--- src/sv/pbde_pkg.sv ---
// ---------------------------------------------------------------------------
// pbde_pkg
// Shared types and constants of the run-length and delta elevation decoder.
// ---------------------------------------------------------------------------
package pbde_pkg;

  localparam int GRID_W     = 13;
  localparam int ELEV_W     = 16;
  localparam int BYTE_W     = 8;
  localparam int OUT_LANES  = 4;
  localparam int LANE_IDX_W = 2;
  localparam int LANE_CNT_W = 3;
  localparam int FEED_W     = 8;

  localparam logic [GRID_W-1:0] GRID_RESET  = 13'd258;
  localparam logic [BYTE_W-1:0] ESCAPE_BYTE = 8'h80;
  localparam logic signed [ELEV_W-1:0] ELEV_MIN = 16'sh8000;
  localparam logic signed [ELEV_W-1:0] ELEV_MAX = 16'sh7FFF;

  typedef enum logic [2:0] {
    PH_CNT_HI,
    PH_CNT_LO,
    PH_CODE,
    PH_REP_VAL,
    PH_LITERAL
  } byte_phase_t;

  typedef enum logic [1:0] {
    DP_HIGH,
    DP_LOW,
    DP_RUN
  } delta_phase_t;

  typedef enum logic [1:0] {
    ST_IDLE,
    ST_FEED,
    ST_FLUSH
  } ctrl_state_t;

  typedef struct packed {
    logic accept;
    logic feed;
    logic flush;
  } pbde_cmd_t;

  typedef struct packed {
    logic acc_feeds;
    logic acc_row_done;
    logic feed_last;
    logic feed_push;
    logic end_flush;
    logic out_free;
  } pbde_status_t;

endpackage

--- src/sv/packbits_delta_elevation_decoder_core.sv ---
// ---------------------------------------------------------------------------
// packbits_delta_elevation_decoder_core
// Decodes a row-counted PackBits stream of delta-coded 16-bit elevations
// into groups of four, with row/grid markers and running min/max.
//
//   channel   signals                          direction
//   in        in_valid, in_stall, data_byte    byte stream in
//   out       out_valid, out_stall, lanes...   elevation groups out
//   cfg       cfg_valid, cfg_ready, grid_size  grid_size register write
//
// Count and code bytes are only taken in, plus a flush when they close a row.
// A literal byte is taken in and fed as one delta step, plus a flush when it
// yields an elevation or closes the row; a repeat value byte is fed as run length
// (1..129) delta steps plus the same flush, one per cycle unless the sequencer is held.
// A full group or a flush waiting on out_stall holds the sequencer; in_stall is
// high whenever the sequencer is not idle. Synchronous reset, no clearing pass.
// ---------------------------------------------------------------------------
module packbits_delta_elevation_decoder_core
  import pbde_pkg::*;
#(
  parameter int MAX_GRID = 4096
) (
  input  logic                     clk,
  input  logic                     rst,
  input  logic                     in_valid,
  output logic                     in_stall,
  input  logic [BYTE_W-1:0]        data_byte,
  output logic                     out_valid,
  input  logic                     out_stall,
  output logic signed [ELEV_W-1:0] elev_lane0,
  output logic signed [ELEV_W-1:0] elev_lane1,
  output logic signed [ELEV_W-1:0] elev_lane2,
  output logic signed [ELEV_W-1:0] elev_lane3,
  output logic [LANE_CNT_W-1:0]    lane_count,
  output logic                     row_end,
  output logic                     grid_end,
  output logic                     short_row,
  output logic signed [ELEV_W-1:0] running_min,
  output logic signed [ELEV_W-1:0] running_max,
  input  logic                     cfg_valid,
  output logic                     cfg_ready,
  input  logic [GRID_W-1:0]        grid_size
);

  localparam int GW = ($clog2(MAX_GRID + 1) > GRID_W) ? $clog2(MAX_GRID + 1) : GRID_W;

  logic [GRID_W-1:0]        grid_cfg;
  logic [GW-1:0]            grid_ext;
  logic [GW-1:0]            grid_eff;
  pbde_cmd_t                cmd;
  pbde_status_t             status;
  logic signed [ELEV_W-1:0] out_lane [OUT_LANES];

  assign cfg_ready = 1'b1;

  always_ff @(posedge clk) begin
    if (rst) begin
      grid_cfg <= GRID_RESET;
    end else if (cfg_valid && cfg_ready) begin
      grid_cfg <= grid_size;
    end
  end

  assign grid_ext = GW'(grid_cfg);

  always_comb begin
    if (grid_ext < GW'(2)) begin
      grid_eff = GW'(2);
    end else if (grid_ext > GW'(MAX_GRID)) begin
      grid_eff = GW'(MAX_GRID);
    end else begin
      grid_eff = grid_ext;
    end
  end

  pbde_ctrl u_ctrl (
    .clk      (clk),
    .rst      (rst),
    .in_valid (in_valid),
    .in_stall (in_stall),
    .status   (status),
    .cmd      (cmd)
  );

  pbde_datapath #(
    .GW       (GW)
  ) u_datapath (
    .clk         (clk),
    .rst         (rst),
    .grid_eff    (grid_eff),
    .data_byte   (data_byte),
    .cmd         (cmd),
    .status      (status),
    .out_stall   (out_stall),
    .out_valid   (out_valid),
    .out_lane    (out_lane),
    .lane_count  (lane_count),
    .row_end     (row_end),
    .grid_end    (grid_end),
    .short_row   (short_row),
    .running_min (running_min),
    .running_max (running_max)
  );

  assign elev_lane0 = out_lane[0];
  assign elev_lane1 = out_lane[1];
  assign elev_lane2 = out_lane[2];
  assign elev_lane3 = out_lane[3];

endmodule

--- src/sv/pbde_ctrl.sv ---
// ---------------------------------------------------------------------------
// pbde_ctrl
// Sequencer: byte intake, one delta step per cycle unless a full group is held, final group flush.
// ---------------------------------------------------------------------------
module pbde_ctrl
  import pbde_pkg::*;
(
  input  logic         clk,
  input  logic         rst,
  input  logic         in_valid,
  output logic         in_stall,
  input  pbde_status_t status,
  output pbde_cmd_t    cmd
);

  ctrl_state_t state;
  ctrl_state_t state_next;

  always_ff @(posedge clk) begin
    if (rst) begin
      state <= ST_IDLE;
    end else begin
      state <= state_next;
    end
  end

  always_comb begin
    state_next = state;
    case (state)
      ST_IDLE: begin
        if (in_valid) begin
          if (status.acc_feeds) begin
            state_next = ST_FEED;
          end else if (status.acc_row_done) begin
            state_next = ST_FLUSH;
          end
        end
      end
      ST_FEED: begin
        if ((!status.feed_push || status.out_free) && status.feed_last) begin
          state_next = status.end_flush ? ST_FLUSH : ST_IDLE;
        end
      end
      ST_FLUSH: begin
        if (status.out_free) begin
          state_next = ST_IDLE;
        end
      end
      default: state_next = ST_IDLE;
    endcase
  end

  always_comb begin
    in_stall   = 1'b1;
    cmd.accept = 1'b0;
    cmd.feed   = 1'b0;
    cmd.flush  = 1'b0;
    case (state)
      ST_IDLE: begin
        in_stall   = 1'b0;
        cmd.accept = in_valid;
      end
      ST_FEED:  cmd.feed  = !status.feed_push || status.out_free;
      ST_FLUSH: cmd.flush = status.out_free;
      default: ;
    endcase
  end

endmodule

--- src/sv/pbde_datapath.sv ---
// ---------------------------------------------------------------------------
// pbde_datapath
// Row/code parser, delta accumulator, lane packer, min/max and output register.
// ---------------------------------------------------------------------------
module pbde_datapath
  import pbde_pkg::*;
#(
  parameter int GW = 13
) (
  input  logic                     clk,
  input  logic                     rst,
  input  logic [GW-1:0]            grid_eff,
  input  logic [BYTE_W-1:0]        data_byte,
  input  pbde_cmd_t                cmd,
  output pbde_status_t             status,
  input  logic                     out_stall,
  output logic                     out_valid,
  output logic signed [ELEV_W-1:0] out_lane [OUT_LANES],
  output logic [LANE_CNT_W-1:0]    lane_count,
  output logic                     row_end,
  output logic                     grid_end,
  output logic                     short_row,
  output logic signed [ELEV_W-1:0] running_min,
  output logic signed [ELEV_W-1:0] running_max
);

  byte_phase_t              byte_phase, byte_phase_next;
  logic [15:0]              payload_left, payload_left_next;
  logic [BYTE_W-1:0]        count_high_hold, count_high_hold_next;
  logic [BYTE_W-1:0]        literal_left, literal_left_next;
  logic [BYTE_W-1:0]        repeat_count, repeat_count_next;
  delta_phase_t             delta_phase, delta_phase_next;
  logic [BYTE_W-1:0]        base_high_hold, base_high_hold_next;
  logic [ELEV_W-1:0]        cur_elev, cur_elev_next;
  logic [GW-1:0]            row_elev_count, row_elev_count_next;
  logic [GRID_W-1:0]        row_index, row_index_next;
  logic signed [ELEV_W-1:0] min_seen, min_seen_next;
  logic signed [ELEV_W-1:0] max_seen, max_seen_next;
  logic [FEED_W-1:0]        feed_left, feed_left_next;
  logic                     row_done, row_done_next;
  logic [LANE_CNT_W-1:0]    buf_cnt, buf_cnt_next;
  logic                     out_valid_next;
  logic [BYTE_W-1:0]        byte_q;
  logic [ELEV_W-1:0]        lanes [OUT_LANES];

  // delta step on the held byte
  logic                     elev_now;
  delta_phase_t             fd_phase;
  logic [BYTE_W-1:0]        fd_base;
  logic [ELEV_W-1:0]        fd_elev;
  logic signed [ELEV_W-1:0] fd_selev;
  logic                     buf_full;
  logic                     push;

  // byte intake
  logic [15:0]              pl_dec;
  logic [BYTE_W-1:0]        lit_dec;
  logic                     acc_row_done;
  logic                     acc_feeds;

  // row close
  logic [GRID_W-1:0]        ri_inc;
  logic                     close_grid;
  logic                     close_short;

  assign buf_full = (buf_cnt == LANE_CNT_W'(OUT_LANES));
  assign fd_selev = $signed(fd_elev);

  always_comb begin
    elev_now = 1'b0;
    fd_phase = delta_phase;
    fd_base  = base_high_hold;
    fd_elev  = cur_elev;
    if (row_elev_count < grid_eff) begin
      case (delta_phase)
        DP_HIGH: begin
          fd_base  = byte_q;
          fd_phase = DP_LOW;
        end
        DP_LOW: begin
          fd_elev  = {base_high_hold, byte_q};
          fd_phase = DP_RUN;
          elev_now = 1'b1;
        end
        default: begin
          if (byte_q == ESCAPE_BYTE) begin
            fd_phase = DP_HIGH;
          end else begin
            fd_elev  = cur_elev + {{(ELEV_W-BYTE_W){byte_q[BYTE_W-1]}}, byte_q};
            fd_phase = DP_RUN;
            elev_now = 1'b1;
          end
        end
      endcase
    end
  end

  assign pl_dec  = payload_left - 16'd1;
  assign lit_dec = (literal_left != '0) ? literal_left - 8'd1 : literal_left;

  always_comb begin
    acc_row_done = 1'b0;
    acc_feeds    = 1'b0;
    case (byte_phase)
      PH_CNT_LO:  acc_row_done = ({count_high_hold, data_byte} == 16'd0);
      PH_CODE:    acc_row_done = (pl_dec == 16'd0);
      PH_REP_VAL,
      PH_LITERAL: begin
        acc_row_done = (pl_dec == 16'd0);
        acc_feeds    = 1'b1;
      end
      default: ;
    endcase
  end

  assign ri_inc      = row_index + GRID_W'(1);
  assign close_grid  = (GW'(ri_inc) >= grid_eff);
  assign close_short = (row_elev_count < grid_eff);

  assign push = (cmd.feed && elev_now && buf_full) || cmd.flush;

  assign status.acc_feeds    = acc_feeds;
  assign status.acc_row_done = acc_row_done;
  assign status.feed_last    = (feed_left == FEED_W'(1));
  assign status.feed_push    = elev_now && buf_full;
  assign status.end_flush    = row_done || (buf_cnt != '0) || elev_now;
  assign status.out_free     = !out_valid || !out_stall;

  always_comb begin
    byte_phase_next      = byte_phase;
    payload_left_next    = payload_left;
    count_high_hold_next = count_high_hold;
    literal_left_next    = literal_left;
    repeat_count_next    = repeat_count;
    delta_phase_next     = delta_phase;
    base_high_hold_next  = base_high_hold;
    cur_elev_next        = cur_elev;
    row_elev_count_next  = row_elev_count;
    row_index_next       = row_index;
    min_seen_next        = min_seen;
    max_seen_next        = max_seen;
    feed_left_next       = feed_left;
    row_done_next        = row_done;
    buf_cnt_next         = buf_cnt;
    out_valid_next       = out_valid && out_stall;

    if (cmd.accept) begin
      row_done_next = acc_row_done;
      case (byte_phase)
        PH_CNT_HI: begin
          count_high_hold_next = data_byte;
          byte_phase_next      = PH_CNT_LO;
        end
        PH_CNT_LO: begin
          payload_left_next   = {count_high_hold, data_byte};
          row_elev_count_next = '0;
          delta_phase_next    = DP_HIGH;
          literal_left_next   = '0;
          repeat_count_next   = '0;
          byte_phase_next     = PH_CODE;
        end
        PH_CODE: begin
          payload_left_next = pl_dec;
          if (data_byte == '0 || data_byte[BYTE_W-1]) begin
            repeat_count_next = 8'd0 - data_byte;
            byte_phase_next   = PH_REP_VAL;
          end else begin
            literal_left_next = data_byte + 8'd1;
            byte_phase_next   = PH_LITERAL;
          end
        end
        PH_REP_VAL: begin
          payload_left_next = pl_dec;
          feed_left_next    = repeat_count + 8'd1;
          byte_phase_next   = PH_CODE;
        end
        PH_LITERAL: begin
          payload_left_next = pl_dec;
          feed_left_next    = FEED_W'(1);
          literal_left_next = lit_dec;
          if (lit_dec == '0) begin
            byte_phase_next = PH_CODE;
          end
        end
        default: byte_phase_next = PH_CNT_HI;
      endcase
      if (acc_row_done) begin
        byte_phase_next   = PH_CNT_HI;
        literal_left_next = '0;
        repeat_count_next = '0;
      end
    end

    if (cmd.feed) begin
      feed_left_next      = feed_left - FEED_W'(1);
      delta_phase_next    = fd_phase;
      base_high_hold_next = fd_base;
      cur_elev_next       = fd_elev;
      if (elev_now) begin
        row_elev_count_next = row_elev_count + GW'(1);
        buf_cnt_next        = buf_full ? LANE_CNT_W'(1) : buf_cnt + LANE_CNT_W'(1);
        if (fd_selev < min_seen) begin
          min_seen_next = fd_selev;
        end
        if (fd_selev > max_seen) begin
          max_seen_next = fd_selev;
        end
      end
    end

    if (cmd.flush) begin
      buf_cnt_next  = '0;
      row_done_next = 1'b0;
      if (row_done) begin
        row_index_next = close_grid ? '0 : ri_inc;
        if (close_grid) begin
          min_seen_next = ELEV_MAX;
          max_seen_next = ELEV_MIN;
        end
      end
    end

    if (push) begin
      out_valid_next = 1'b1;
    end
  end

  always_ff @(posedge clk) begin
    if (rst) begin
      byte_phase      <= PH_CNT_HI;
      payload_left    <= '0;
      count_high_hold <= '0;
      literal_left    <= '0;
      repeat_count    <= '0;
      delta_phase     <= DP_HIGH;
      base_high_hold  <= '0;
      cur_elev        <= '0;
      row_elev_count  <= '0;
      row_index       <= '0;
      min_seen        <= ELEV_MAX;
      max_seen        <= ELEV_MIN;
      feed_left       <= '0;
      row_done        <= 1'b0;
      buf_cnt         <= '0;
      out_valid       <= 1'b0;
    end else begin
      byte_phase      <= byte_phase_next;
      payload_left    <= payload_left_next;
      count_high_hold <= count_high_hold_next;
      literal_left    <= literal_left_next;
      repeat_count    <= repeat_count_next;
      delta_phase     <= delta_phase_next;
      base_high_hold  <= base_high_hold_next;
      cur_elev        <= cur_elev_next;
      row_elev_count  <= row_elev_count_next;
      row_index       <= row_index_next;
      min_seen        <= min_seen_next;
      max_seen        <= max_seen_next;
      feed_left       <= feed_left_next;
      row_done        <= row_done_next;
      buf_cnt         <= buf_cnt_next;
      out_valid       <= out_valid_next;
    end
  end

  always_ff @(posedge clk) begin
    if (cmd.accept) begin
      byte_q <= data_byte;
    end
    if (cmd.feed && elev_now) begin
      if (buf_full) begin
        lanes[0] <= fd_elev;
      end else begin
        lanes[buf_cnt[LANE_IDX_W-1:0]] <= fd_elev;
      end
    end
    if (push) begin
      for (int i = 0; i < OUT_LANES; i++) begin
        out_lane[i] <= (LANE_CNT_W'(i) < buf_cnt) ? $signed(lanes[i]) : '0;
      end
      lane_count  <= buf_cnt;
      row_end     <= cmd.flush && row_done;
      grid_end    <= cmd.flush && row_done && close_grid;
      short_row   <= cmd.flush && row_done && close_short;
      running_min <= min_seen;
      running_max <= max_seen;
    end
  end

endmodule

--- config.mk ---
export PLATFORM = sky130hd
export DESIGN_NAME = packbits_delta_elevation_decoder_core
export DESIGN_NICKNAME = d
export VERILOG_FILES = /design/src/sv/pbde_pkg.sv /design/src/sv/packbits_delta_elevation_decoder_core.sv /design/src/sv/pbde_ctrl.sv /design/src/sv/pbde_datapath.sv
export SDC_FILE = /design/constraint.sdc
export NUM_CORES = 1
export LEC_CHECK = 0
export ABC_AREA = 1
export BUFFER_PORTS_ARGS = -buffer_cell sky130_fd_sc_hd__clkbuf_2
export CORE_MARGIN = 2
export CORE_UTILIZATION = 48
export DETAILED_ROUTE_END_ITERATION = 8
export HOLD_SLACK_MARGIN = 0.12
export PLACE_DENSITY = 0.66
export SYNTH_ARGS = -nofsm -noshare
export SYNTH_HDL_FRONTEND = slang
export SYNTH_SLANG_ARGS = --single-unit
--- constraint.sdc ---
create_clock -name clk -period 31.2 [get_ports clk]
set_input_delay 3.12 -clock clk [delete_from_list [all_inputs] [get_ports clk]]
set_output_delay 3.12 -clock clk [all_outputs]
set_load 0.05 [all_outputs]
==> impl_metrics.yaml, run 1 <==
detailed_routing:
  route.met3.wl_mm: 1.99
  drt-pass1-iter-count: 5
  vias_per_cell: 5.26
  postRouteAntennaNets: 0
  first_iter_violations: 968
  wirelength_mm: 37.3
  drt-wirelength-per-cell_um: 15.5
  wl_met2_mm: 17.0
  vias: 12700
  m1WireLength_mm: 17.3
  drc: 0
  highest_layer: "met4"
sta:
  slew_violations: 0
  fin_skew_ns: 0.0106
  slew_headroom_pct: 11.9
  worstMarginPinSlew_ns: 1.31
  max_freq_mhz: 171
  hold_viol_final: 0
  rsz0062_at_grt: "no"
  finalCritPeriodShare_pct: 18.8
  fin_tns_setup_ns: 0
  period_needed_ns: 5.86
  setup_violations: 0
floorplan:
  die_area_um2: 35000
  core-area_um2: 33300
  ios: 131
  die_w_um: 187
  die_y_um: 187
  rows: 67
  initial_utilization_pct: 48.4
synth:
  synth_warnings: 0
  yosysTopAreaCell: "edfxtp_1"
  yosysMostFrequentCell: "nand2_1"
  ys_top_cells_by_count: "nand2_1, inv_1, nor2_1"
  async_reset_ff_share_pct: 0
  synth_seq_area_share_pct: 51.7
  ys_types: 63
  ys_top_cells_by_area: "edfxtp_1, dfxtp_1, ha_1, nand2_1, inv_1"
  avgSynthCellArea_um2: 8.89
  synth_nets: 1923
  syn_area_um2: 16100
  synthCells: 1812
  synth-main-ff-cell: "edfxtp_1"
  ys_ff_latch: 329
  yosysTopAreaCellShare_pct: 32.4
  synth_edf_count: 174
clock_network:
  cts_tree: "yes"
  holdBufCountCts: 0
  cts.htree.levels: 2
  insertion_delay_ns: 0.52
  cts_root_buf: "clkbuf_16"
  cts.sinks: 329
  cts_resized: 0
  cts_buffers: 36
  post_cts_buffers: 0
  path_clk_slew_ns: 0.06
  cts.path.max_buffers: 3
min_path:
  hold_class: "reg -> reg"
  hold_path_depth: 0
global_route:
  grt_pass1_vias: 12100
  grt.total_usage_pct: 21.6
  grt_pass1_wl_mm: 61.7
  grt_max_degree: 75
  overflow: 0
  grt_antenna_before_repair: 0
critical_path:
  cp_slowest_cell: "nand3_1"
  arrival_ns: 6.28
  slowest_delay_ns: 0.60
  end_kind: "flip-flop"
  worstSetupStartpointType: "flip-flop"
  rr_worst_depth: 25
  critPathMostFrequentCell: "nand2_1"
  cp.depth: 25
  crit_type: "reg -> reg"
  cp_data_required_time_ns: 31.62
  cp_max_fo: 17
  path_buf_inv: 2
  reg2reg_slack_ns: 25.34
  cp_top_family: "simple AND/OR/NAND/NOR gates"
pwr:
  total_power_mw: 0.995
  p_seq_share_pct: 47.3
  netSwitchingPower_mw: 0.252
  swShare_pct: 25.3
  combPwrFrac_pct: 10.9
  p_int_mw: 0.743
  powerDensity_nw_per_um2: 54.2
  clockPowerShare_pct: 41.8
  p_leak_nw: 8.13
  peakVddDrop_uv: 35.6
place:
  hpwl_mm: 26.5
  port_buffers: 129
  dpl_cell_area_um2: 17200
  routabilityCongestion: 0.886
status:
  status: "complete, no violations"
final_layout:
  final_area_um2: 18400
  final_layout_size_suffix_gt1_share_pct: 13.1
  layout.nets: 2047
  syn2layout_area_growth_pct: 14.0
  final_util_pct: 55.2
  n_antenna_cell: 0
job:
  drv_cap: 0
[worst register-to-register path: stages, from the launching register on]
cell       delay (ns)
dfxtp_1          0.32
or2_1            0.24
nor2_1           0.09
nand3_1          0.08
nand2_1          0.23
nand2_1          0.15
ha_1             0.32
a21oi_1          0.15
o21ai_0          0.10
a21oi_1          0.22
nand2_1          0.38
nor2_2           0.50
or2_2            0.19
o21ai_0          0.12
inv_1            0.35
ha_1             0.33
nand2_1          0.08
inv_1            0.05
o21bai_1         0.14
a21oi_1          0.09
a2111oi_0        0.41
nand3_1          0.60
nand3_4          0.45
nand2_1          0.09
nand2_1          0.06
nor2_1           0.04
[per-layer routing]
metal / GRT usage [%] / up-vias
li1: - / 6387
met1: 29.4 / 5850
met2: 36.0 / 376
met3: 2.87 / 80
met4: 6.59 / 0
met5: 0 / -
[path summary, 6_finish.rpt]
path,from,endpoint
max,grid_cfg[9],u_datapath.min_seen[15]
min,u_datapath.max_seen[6],u_datapath.running_max[6]
max reg2reg,grid_cfg[9],u_datapath.min_seen[15]
min reg2reg,u_datapath.max_seen[6],u_datapath.running_max[6]
[power groups by stage]
stage | clock [mW] | sequential, mW | combinational (mW)
2_1_floorplan | 0 | 0.482 | 0.0796
3_3_place_gp | 0 | 0.479 | 0.106
3_5_place_dp | 0 | 0.480 | 0.108
4_1_cts | 0.424 | 0.471 | 0.108
5_1_grt | 0.441 | 0.472 | 0.124
6_report | 0.416 | 0.471 | 0.109
[area by class of cell]
cell class / instances / area (µm²)
inverters: 261 / 991
multi-input cells: 1169 / 6590
clock buffers: 54 / 1060
clock inverters: 12 / 118
well taps: 448 / 561
repair buffers: 139 / 721
fillers: 3010 / 14900
flip-flops and latches: 329 / 8330
[registers in the layout, summed over array words and instances (netlist names), 3 cells and up]
register	cells
u_datapath.feed_left	8
u_datapath.literal_left	8
u_datapath.repeat_count	8
u_datapath.running_max	16
u_datapath.out_lane	64
grid_cfg	13
u_datapath.row_elev_count	13
u_datapath.payload_left	16
u_datapath.cur_elev	16
u_datapath.row_index	13
u_datapath.byte_phase	3
u_datapath.lane_count	3
u_datapath.lanes	64
u_datapath.max_seen	16
u_datapath.count_high_hold	8
u_datapath.buf_cnt	3
u_datapath.running_min	16
u_datapath.min_seen	16
u_datapath.byte_q	8
u_datapath.base_high_hold	8
[per-stage QoR]
stage | setup slack, ns | hold WS (ns) | instances
floorplan | 19.72 | 0.408 | 1812
global placement | 24.84 | 0.413 | 2346
detailed placement | 24.81 | 0.415 | 2346
CTS | 25.34 | 0.430 | 2412
global route | 24.57 | 0.435 | 2412
finish | 25.34 | 0.429 | 2412
[kinds of logic after synthesis]
family / share of synthesized area [%]
AO/OA/AOI/OAI: 12.6
XOR/XNOR: 2.61
adder cells (fa/ha/maj): 6.65
buffers and inverters: 7.66
flip-flops: 51.7
other: 0.0233
AND/OR/NAND/NOR: 18.8
[layout by cell type (no fill, tap or decap), types with 5 or more instances in the layout]
cell type	count
a211oi_1	9
a21oi_1	159
a221oi_1	6
buf_4	10
clkbuf_1	9
clkbuf_16	36
clkbuf_2	129
clkbuf_8	9
clkinv_1	5
clkinv_2	8
dfxtp_1	155
edfxtp_1	174
ha_1	84
inv_1	248
nand2_1	269
nand3_1	74
nand4_1	40
nor2_1	201
nor2_2	12
nor3_1	32
nor3_2	5
nor4_1	6
o21ai_0	103
o21ai_1	18
o221ai_1	6
o22ai_1	22
or2_2	9
xnor2_1	10
xor2_1	38
No activity file was read; power rests on OpenSTA's default activity.
==> run 2, diff against run 1 <==
--- a/config.mk
+++ b/config.mk
@@ -11,7 +11,7 @@
 export CORE_UTILIZATION = 48
 export DETAILED_ROUTE_END_ITERATION = 8
 export HOLD_SLACK_MARGIN = 0.12
-export PLACE_DENSITY = 0.66
+export PLACE_DENSITY = 0.69
 export SYNTH_ARGS = -nofsm -noshare
 export SYNTH_HDL_FRONTEND = slang
 export SYNTH_SLANG_ARGS = --single-unit
==> constraint.sdc (replaced) <==
create_clock -name clk -period 4.9 [get_ports clk]
set_input_delay 0.49 -clock clk [delete_from_list [all_inputs] [get_ports clk]]
set_output_delay 0.49 -clock clk [all_outputs]
set_load 0.05 [all_outputs]
==> run 2 against run 1 <==
Against the previous run: clock-buffer cell count fell by 7; routed wire length grew 5.5%; utilization up 0.93 points; cell count is 1.3% higher; global-route usage rose by 0.54 points; sequential share of layout area shrank 0.75 points; combinational power rose to 6.6 times the previous value; highest routed layer unchanged.
==> impl_metrics.yaml, run 2 (synthesized netlist as in run 1, its figures left out) <==
clock_network:
  cts_tree: "yes"
  cts.path.max_buffers: 3
  insertion_delay_ns: 0.53
  cts.htree.levels: 2
  cts_buffers: 35
  path_clk_slew_ns: 0.06
  cts.sinks: 329
  cts_root_buf: "clkbuf_16"
place:
  port_buffers: 129
  post-place-ws_ns: -0.0760
  hpwl_mm: 28.2
  dpl_cell_area_um2: 17500
  routabilityCongestion: 0.919
sta:
  setup_violations: 0
  finalCritPeriodShare_pct: 93.3
  max_freq_mhz: 219
  worstMarginPinSlew_ns: 1.11
  slew_headroom_pct: 25.4
  setup_ws_ns: 0.330
  period_needed_ns: 4.57
  hold_viol_final: 0
  rsz0062_at_grt: "no"
  fin_skew_ns: 0.0217
  slew_violations: 0
critical_path:
  crit_type: "reg -> reg"
  worstSetupStartpointType: "flip-flop"
  reg2reg_slack_ns: 0.33
  arrival_ns: 4.97
  end_kind: "flip-flop"
  critPathMostFrequentCell: "nand2_1"
  cp_slowest_cell: "ha_1"
  rr_endpoint: "u_datapath.max_seen[6]"
  path_cells: "or2_1, nor2_1, nand3_1, nand2_2, nand2_1, ha_1, nand2_1, nor4_2, nand2_1, nand2_2, nor2_4, or2_2, o21ai_0, inv_1, buf_4, ha_1, nand4_1, or2_2, o221a_2, o21ai_4, nand3_4, o21ai_1, a21oi_1"
  cp_data_required_time_ns: 5.30
  slowest_delay_ns: 0.32
  rr_worst_depth: 23
  cp_max_fo: 16
  reg2reg_from: "grid_cfg[9]"
detailed_routing:
  drt-pass1-iter-count: 6
  postRouteAntennaNets: 0
  drc: 0
  drt-wirelength-per-cell_um: 16.1
  wirelength_mm: 39.4
  first_iter_violations: 1003
  vias: 13000
  vias_per_cell: 5.32
final_layout:
  layout.nets: 2082
  fillers: 3017
  top_regs: "u_datapath.lanes x64, u_datapath.out_lane x64"
  final_util_pct: 56.1
  final_area_um2: 18700
  layout_commonest_cell: "nand2_1"
  n_antenna_cell: 0
  final_layout_size_suffix_gt1_share_pct: 14.8
  syn2layout_area_growth_pct: 15.9
  layout_common_cells: "nand2_1, inv_1, nor2_1"
floorplan:
  rows: 67
  ios: 131
  die_y_um: 187
  core-area_um2: 33300
  die_w_um: 187
  initial_utilization_pct: 48.4
  die_area_um2: 35000
pwr:
  p_leak_nw: 8.30
  total_power_mw: 6.35
  powerDensity_nw_per_um2: 340
  peakVddDrop_uv: 276
global_route:
  grt_pass1_wl_mm: 62.9
  met2_usage_pct: 35.5
  grt_use_met3_pct: 3.40
  grt_antenna_before_repair: 0
  busiest_layer: "met2"
  overflow: 0
  grt_pass1_vias: 12200
  grt_max_degree: 48
  use_met1_pct: 30.7
  grt.total_usage_pct: 22.1
min_path:
  hold_class: "in -> reg"
  hold_path_depth: 3
  hp-start: "grid_size[1]"
  whs_endpoint: "grid_cfg[1]"
job:
  drv_cap: 0
status:
  status: "complete, no violations"
-- run 2: changes by cell type in the layout (fill, tap and decap cells not counted), sizes merged --
cell | previous run | this run
inv | 257 | 259
clkinvlp | 1 | 2
nand3 | 81 | 82
buf | 10 | 45
clkinv | 14 | 12
bufinv | 1 | 3
clkbuf | 183 | 176
-- run 2: worst max path at each step --
stage / slack (ns) / startpoint / to
floorplan: 0.45 / grid_cfg[9] / u_datapath.grid_end
global placement: 0.12 / grid_cfg[9] / u_datapath.max_seen[13]
detailed placement: -0.08 / grid_cfg[9] / u_datapath.max_seen[6]
CTS: 0.11 / grid_cfg[9] / u_datapath.min_seen[3]
global route: 0.004 / u_datapath.byte_q[2] / u_datapath.max_seen[6]
finish: 0.33 / grid_cfg[9] / u_datapath.max_seen[6]
-- run 2: stage by stage --
stage / hold WS, ns / cells / setup TNS [ns]
after floorplan: 0.408 / 1812 / 0
after global placement: 0.416 / 2378 / 0
after detailed placement: 0.420 / 2378 / -0.668
after CTS: 0.166 / 2441 / 0
after global routing: 0.199 / 2444 / 0
final: 0.179 / 2444 / 0
-- run 2: what timing repair did --
| item | CTS | global route |
|---|---|---|
| setup buffers | 0 | 3 |
| gates resized for setup | 3 | 10 |
| gates cloned | 1 | 0 |
| hold buffers | 0 | 0 |
| pin swaps | 1 | 0 |
| endpoints found under the setup margin | 16 | 48 |
-- run 2: area by class of cell --
cell class	count	area, µm²	share of cell area (%)
Clock buffer	47	961	5.15
Clock inverter	15	168	0.898
Inverter	261	991	5.31
Multi-Input combinational cell	1170	6650	35.6
Sequential cell	329	8330	44.6
Tap cell	448	561	3.00
Timing Repair Buffer	174	1020	5.47
-- run 2: where the power goes --
| group | internal (mW) | leakage [nW] | total (mW) | switching (mW) |
|---|---|---|---|---|
| clock | 1.54 | 0.549 | 2.63 | 1.09 |
| combinational | 0.239 | 4.82 | 0.723 | 0.485 |
| sequential | 2.95 | 2.93 | 3.00 | 0.0502 |
-- run 2: routing by layer --
metal | share of wire, % | vias up | wire [µm]
met3 | 6.0 | 79 | 2370
li1 | - | 6449 | -
met4 | 2.7 | 0 | 1080
met1 | 46 | 6056 | 18000
met2 | 46 | 430 | 17900
met5 | 0 | - | 0
-- run 2: worst max-delay path, delay by kind of cell, from the launching register on --
family / cells / cell delay [ns]
buffers and inverters: 2 / 0.29
adder cells (fa/ha/maj): 2 / 0.61
flip-flops: 1 / 0.31
AO/OA/AOI/OAI: 5 / 0.90
AND/OR/NAND/NOR: 14 / 2.34
